==> config.mk <==
export PLATFORM = sky130hd
export DESIGN_NAME = gbfs_tile_ram
export DESIGN_NICKNAME = d
export VERILOG_FILES = /design/src/rtl/gbfs_tile_ram.sv
export SDC_FILE = /design/constraint.sdc
export NUM_CORES = 1
export LEC_CHECK = 0
export BUFFER_PORTS_ARGS = -buffer_cell sky130_fd_sc_hd__buf_4
export CORE_ASPECT_RATIO = 1.2
export CORE_MARGIN = 4
export CORE_UTILIZATION = 37
export DETAILED_ROUTE_END_ITERATION = 12
export PLACE_DENSITY = 0.54
export SYNTH_ARGS = -nofsm -noshare
export SYNTH_HDL_FRONTEND = slang
export SYNTH_SLANG_ARGS = --single-unit
==> constraint.sdc <==
create_clock -name clk_i -period 5 [get_ports clk_i]
set_input_delay 0 -clock clk_i [delete_from_list [all_inputs] [get_ports clk_i]]
set_output_delay 0 -clock clk_i [all_outputs]
set_load 0.05 [all_outputs]
==> src/rtl/gbfs_tile_ram.sv <==
// Per-tile storage of the visited mark and parent direction, one registered read port.
// Uses no package items; instantiated by grid_best_first_path_search.
module gbfs_tile_ram #(
  parameter int unsigned AW = 8,
  parameter int unsigned DW = 3
) (
  input  logic          clk_i,
  input  logic          we_i,
  input  logic [AW-1:0] waddr_i,
  input  logic [DW-1:0] wdata_i,
  input  logic [AW-1:0] raddr_i,
  output logic [DW-1:0] rdata_o
);

  logic [DW-1:0] mem [2**AW];

  always_ff @(posedge clk_i) begin
    if (we_i) begin
      mem[waddr_i] <= wdata_i;
    end
    rdata_o <= mem[raddr_i];
  end

endmodule

==> impl_metrics.json, run 1 <==
{
  "syn_area_um2": 31040,
  "drt_pass1_iterations": 6,
  "ys_seq_elements": 771,
  "timing.final.ws_setup_ns": 2.325,
  "rows": 116,
  "power_leakage_nw": 10.63,
  "antenna_left": 0,
  "synth_common_cells": "edfxtp_1 (768), nor2_1 (278), mux4_2 (153)",
  "synth-edff-count": 768,
  "diodes": 0,
  "wl_mm": 78.41,
  "ios": 24,
  "cp-start-kind": "input pin",
  "syn-instance-count": 1713,
  "max_freq_ghz": 0.3738,
  "regToRegSetupSlack_ns": 2.36,
  "postSynthNetCount": 1734,
  "worstSetupPathDepth": 8,
  "cts_resized": 0,
  "finalSetupViolations": 0,
  "synth.most_common_cell": "edfxtp_1",
  "criticalPathCategory": "input pin to flop",
  "holdCritPathClass": "input pin to flop",
  "grt_pass1_wl_mm": 115.5,
  "skew_ns": 0.03496,
  "dieHeight_um": 325.3,
  "rr_endpoint": "rdata_o[0]$_DFF_P_",
  "synth_top_area_cell": "edfxtp_1",
  "tns_ns": 0,
  "clock_latency_ns": 0.63,
  "seq_area_frac_synth_pct": 74.50,
  "io_buffers": 23,
  "cpMaxStageDelayCell": "buf_4",
  "start_util_pct": 37.26,
  "route.detailed.drc": 0,
  "wire_per_inst_um": 26.92,
  "reg2reg_depth": 6,
  "cts_buffers": 76,
  "grt_usage_pct": 17.64,
  "post-cts-setup-buffers": 0,
  "synthTopCellsByArea": "edfxtp_1 (74%), mux4_2 (11%), nor2_1 (3.4%)",
  "grt_overflow": 0,
  "crit_fanout": 72,
  "ys.flop_type": "edfxtp_1",
  "maxCapViolations": 0,
  "syn_avg_cell_area_um2": 18.12,
  "dpl_cell_area_um2": 32300,
  "min_period_ns": 2.675,
  "slew_headroom_pct": 17.26,
  "grt_pass1_vias": 16850,
  "clock-sinks": 771,
  "synth_top_cell_area_share_pct": 74.30,
  "area_growth_syn_to_layout_pct": 12.48,
  "status": "completed",
  "clock_path_buffers": 3,
  "cts_tree": "yes",
  "path_buf_inv": 2,
  "worstPathRequired_ns": 5.52,
  "powerDensity_nw_per_um2": 392.2,
  "grt_setup_unrepaired": "false",
  "finalHoldViolations": 0,
  "synthDistinctLibCells": 54,
  "startpoint": "raddr_i[1]",
  "initialDrtViolationCount": 1533,
  "synth-async-reset-ratio_pct": 0,
  "worstMarginPinSlew_ns": 1.241,
  "crit_family": "buffers and inverters",
  "path_clk_slew_ns": 0.06,
  "vias": 15920,
  "viasPerCell": 5.467,
  "nFillCells": 7412,
  "r2r-start": "mem[64][0]$_DFFE_PP_",
  "worst_path_largest_cell_delay_ns": 0.88,
  "die_w_um": 272.4,
  "dpl.hpwl_mm": 46.78,
  "antenna_found_initial": 0,
  "finalMaxSlewViolations": 0,
  "drive_gt1_share_pct": 17.98,
  "grt_max_degree": 225,
  "htreeDepth": 3,
  "pre_cts_slack_ns": 1.689,
  "worstSetupEndpointType": "flop",
  "dieArea_um2": 88610,
  "critPathArrivalTime_ns": 3.20,
  "routabilityCongestion": 0.7904,
  "core_area_um2": 83310,
  "root_buffer": "clkbuf_16",
  "setup.worst_path.end": "rdata_o[0]$_DFF_P_",
  "final_area_um2": 34910,
  "path_cells": "buf_6 > buf_4 > mux4_2 > a22oi_1 > nand2_1 > a21o_1 > o32a_1 > a311o_1",
  "peakVddDrop_uv": 230.9,
  "fin_nets": 1750,
  "finalCritPeriodShare_pct": 53.51,
  "ys_warn_count": 0
}
-- stage by stage --
stage | cells | power, W | hold slack [ns] | utilization, %
final | 2912 | 0.01369 | 0.05384 | 41.91
after global routing | 2912 | 0.01412 | 0.04107 | 41.91
after CTS | 2912 | 0.01383 | 0.004306 | 41.91
after detailed placement | 2766 | 0.007952 | 0.4139 | 38.77
after global placement | 2766 | 0.007945 | 0.4027 | 38.77
after floorplan | 1713 | 0.007659 | 0.09887 | -
-- flip-flops by register name, indices dropped and copies added (netlist names) --
signal   cells
mem        768
rdata_o      3
-- worst register-to-register path, delay by kind of cell (launching register included) --
kind	cells	cell delay, ns
AND/OR/NAND/NOR	2	0.41
multiplexers	1	0.46
AO/OA/AOI/OAI	3	1.31
flip-flops	1	0.38
-- how the worst min path moves through the flow --
| stage | depth (start not counted) | to | start |
|---|---|---|---|
| 2_1_floorplan | 0 | mem[0][0]$_DFFE_PP_ | wdata_i[0] |
| 3_3_place_gp | 1 | mem[158][2]$_DFFE_PP_ | wdata_i[2] |
| 3_5_place_dp | 1 | mem[159][2]$_DFFE_PP_ | wdata_i[2] |
| 4_1_cts | 3 | mem[158][0]$_DFFE_PP_ | waddr_i[3] |
| 5_1_grt | 3 | mem[158][1]$_DFFE_PP_ | waddr_i[3] |
| 6_report | 3 | mem[158][0]$_DFFE_PP_ | waddr_i[3] |
-- cell type report --
class / count / area [um2] / area share, %
timing repair buffer: 54 / 505.5 / 1.448
inverter: 4 / 15.01 / 0.04300
clock buffer: 91 / 1979 / 5.669
clock inverter: 49 / 573.1 / 1.641
multi-input combinational: 822 / 7316 / 20.95
tap: 1121 / 1403 / 4.017
sequential: 771 / 23120 / 66.23
-- report_power, final --
part	leakage [nW]	internal (W)	switching, W
sequential	6.93	0.00713	0.0000124
combinational	2.48	0.000223	0.000446
clock	1.23	0.00346	0.00242
-- cells in the final DEF, fill, tap and decap left out, drive strengths merged, types with 16 or more instances in the layout --
master and instances:
a21oi 22, mux4 153, clkinv 28, nor2 278, buf 48, a22oi 43
clkbuf 91, nor2b 25, nand2 36, mux2i 92, edfxtp 768, o22ai 16
nand3 36
-- layer usage --
| metal | vias up | GRT usage (%) | routed length (um) |
|---|---|---|---|
| met5 | - | 0 | 0 |
| met4 | 0 | 5.467 | 1917 |
| met3 | 107 | 2.117 | 3693 |
| met2 | 474 | 31.33 | 41200 |
| met1 | 8446 | 22.68 | 31600 |
| li1 | 6893 | - | - |
-- what timing repair did --
item | CTS | global route
setup endpoints to repair | 0 | 0
hold endpoints to repair | 224 | 0
hold buffers | 6 | 0
-- kinds of logic after synthesis --
group / share of synthesized area (%)
AND/OR/NAND/NOR: 6.204
flip-flops: 74.50
multiplexers: 14.10
buffers and inverters: 2.048
AO/OA/AOI/OAI: 3.148
Note: power is estimated with default switching activity, not from simulation.
==> inputs of run 2 (changes only) <==
Settings changed: PLACE_DENSITY 0.54 to 0.56.
Clock period 5 ns to 2.4 ns, I/O delays scaled along.
==> run 2 against run 1 <==
  * Combinational power grew 140%
  * Global-route usage rose by 0.23 points
  * Total power grew 110%
  * Non-clock buffer count up 130
  * Worst hold slack got worse by 0.014 ns
  * Sequential power up 110%
  * Critical path depth fell by 1
  * Register-to-register slack got worse by 2.3 ns
  * Sequential share of layout area down 1.9 points
  * Largest cell class unchanged
==> impl_metrics.json, run 2 (synthesis results as in run 1) <==
{
  "timing.final.ws_setup_ns": 0.1010,
  "min_to": "mem[206][1]$_DFFE_PP_",
  "dpl.hpwl_mm": 52.98,
  "clock-sinks": 771,
  "ios": 24,
  "power_leakage_nw": 11.26,
  "start_util_pct": 37.26,
  "cts_buffers": 74,
  "area_growth_syn_to_layout_pct": 15.82,
  "grt_usage_pct": 17.87,
  "nFillCells": 7272,
  "wire_per_inst_um": 26.21,
  "place_inst": 2893,
  "initialDrtViolationCount": 1597,
  "grt_setup_unrepaired": "false",
  "fin_nets": 1878,
  "io_buffers": 23,
  "rr_endpoint": "rdata_o[0]$_DFF_P_",
  "reg_top3": "mem (768), rdata_o (3)",
  "htreeDepth": 3,
  "finalMaxSlewViolations": 0,
  "dieHeight_um": 325.3,
  "core_area_um2": 83310,
  "finalCritPeriodShare_pct": 95.79,
  "largest_register_ffs": 768,
  "clock_path_buffers": 3,
  "finalSetupViolations": 0,
  "min_period_ns": 2.299,
  "reg2reg_depth": 7,
  "r2r-start": "mem[67][0]$_DFFE_PP_",
  "grt_max_degree": 92,
  "viasPerCell": 5.456,
  "drt_pass1_iterations": 6,
  "criticalPathCategory": "flop to flop",
  "rows": 116,
  "critPathArrivalTime_ns": 2.81,
  "min_from": "waddr_i[2]",
  "root_buffer": "clkbuf_16",
  "max_freq_ghz": 0.4350,
  "mostFrequentLayoutCells": "edfxtp_1 (768), nor2_1 (278), mux4_2 (153), buf_4 (148), mux2i_1 (92)",
  "mostFrequentLayoutCell": "edfxtp_1",
  "dpl_cell_area_um2": 33430,
  "grt_pass1_wl_mm": 117.0,
  "tns_ns": 0,
  "stdcell_count": 3041,
  "hold_path_depth": 3,
  "holdCritPathClass": "input pin to flop",
  "powerDensity_nw_per_um2": 781.8,
  "grt_overflow": 0,
  "regMostFlops": "mem",
  "crit_fanout": 1,
  "clock_latency_ns": 0.63,
  "cts_tree": "yes",
  "final_area_um2": 35950,
  "dieArea_um2": 88610,
  "antenna_found_initial": 3,
  "maxCapViolations": 0,
  "slew_headroom_pct": 44.44,
  "wl_mm": 79.70,
  "status": "completed",
  "worstSetupEndpointType": "flop",
  "die_w_um": 272.4,
  "regToRegSetupSlack_ns": 0.10,
  "skew_ns": 0.02633,
  "pre_cts_slack_ns": -0.1243,
  "cp-start-kind": "flop",
  "finalHoldViolations": 0,
  "worstPathRequired_ns": 2.91,
  "vias": 16590,
  "drive_gt1_share_pct": 23.37,
  "peakVddDrop_uv": 524.1,
  "worstMarginPinSlew_ns": 0.8335,
  "antenna_left": 0,
  "routabilityCongestion": 0.8324,
  "route.detailed.drc": 0,
  "path_clk_slew_ns": 0.06,
  "grt_pass1_vias": 17400,
  "hold_slack_ns": 0.03936
}
run 2: changes by cell type in the layout (fill, tap and decap cells not counted), sizes merged:
cell	delta
buf	+127
clkbuf	-6
clkinv	+5
bufinv	-4
diode	+3
dlygate4sd3	+3
clkinvlp	+1
run 2: layout make-up:
type                       count  area [um2]  share of cell area [%]
timing repair buffer         184        1702                   4.734
multi-input combinational    822        7289                   20.28
antenna                        3       7.507                 0.02088
clock inverter                51       495.5                   1.378
sequential                   771       23120                   64.32
clock buffer                  85        1914                   5.325
inverter                       4       15.01                 0.04177
tap                         1121        1403                   3.902
run 2: metrics by stage:
stage	power, W	utilization [%]
floorplan	0.01596	-
global placement	0.01674	40.13
detailed placement	0.01675	40.13
CTS	0.02833	43.13
global route	0.02895	43.15
finish	0.02811	43.15
run 2: metal layers:
layer | GRT usage, % | share of wire [%]
met5 | 0 | 0
met4 | 5.344 | 2.5
met3 | 2.368 | 5.1
met2 | 31.74 | 52
met1 | 22.91 | 40
run 2: how the worst max path moves through the flow:
stage	start	to	slack [ns]	cells past startpoint
CTS	mem[67][2]$_DFFE_PP_	rdata_o[2]$_DFF_P_	0.03	7
floorplan	raddr_i[0]	rdata_o[1]$_DFF_P_	0.28	11
finish	mem[67][0]$_DFFE_PP_	rdata_o[0]$_DFF_P_	0.10	7
global placement	raddr_i[0]	rdata_o[0]$_DFF_P_	-0.1	9
detailed placement	raddr_i[0]	rdata_o[2]$_DFF_P_	-0.12	9
global route	mem[65][0]$_DFFE_PP_	rdata_o[0]$_DFF_P_	0.004	7
run 2: timing repair:
| action | in CTS | in global routing |
|---|---|---|
| gates resized for setup | 2 | 2 |
| cloned | 0 | 0 |
| hold endpoints to repair | 170 | 0 |
| setup endpoints to repair | 2 | 2 |
| hold buffers | 9 | 0 |
| buffers inserted | 0 | 0 |
run 2: critical path, cell delays in order (launching register included):
cell and delay [ns]:
edfxtp_1 0.36, mux4_2 0.47, nor2b_1 0.16, a2111oi_1 0.47
buf_4 0.19, a31oi_1 0.04, or2_1 0.24, a311o_1 0.27
run 2: power breakdown:
part           switching (W)  internal [W]  total, W
clock                0.00501       0.00663    0.0116
combinational       0.000986      0.000619   0.00160
sequential         0.0000214        0.0148    0.0149
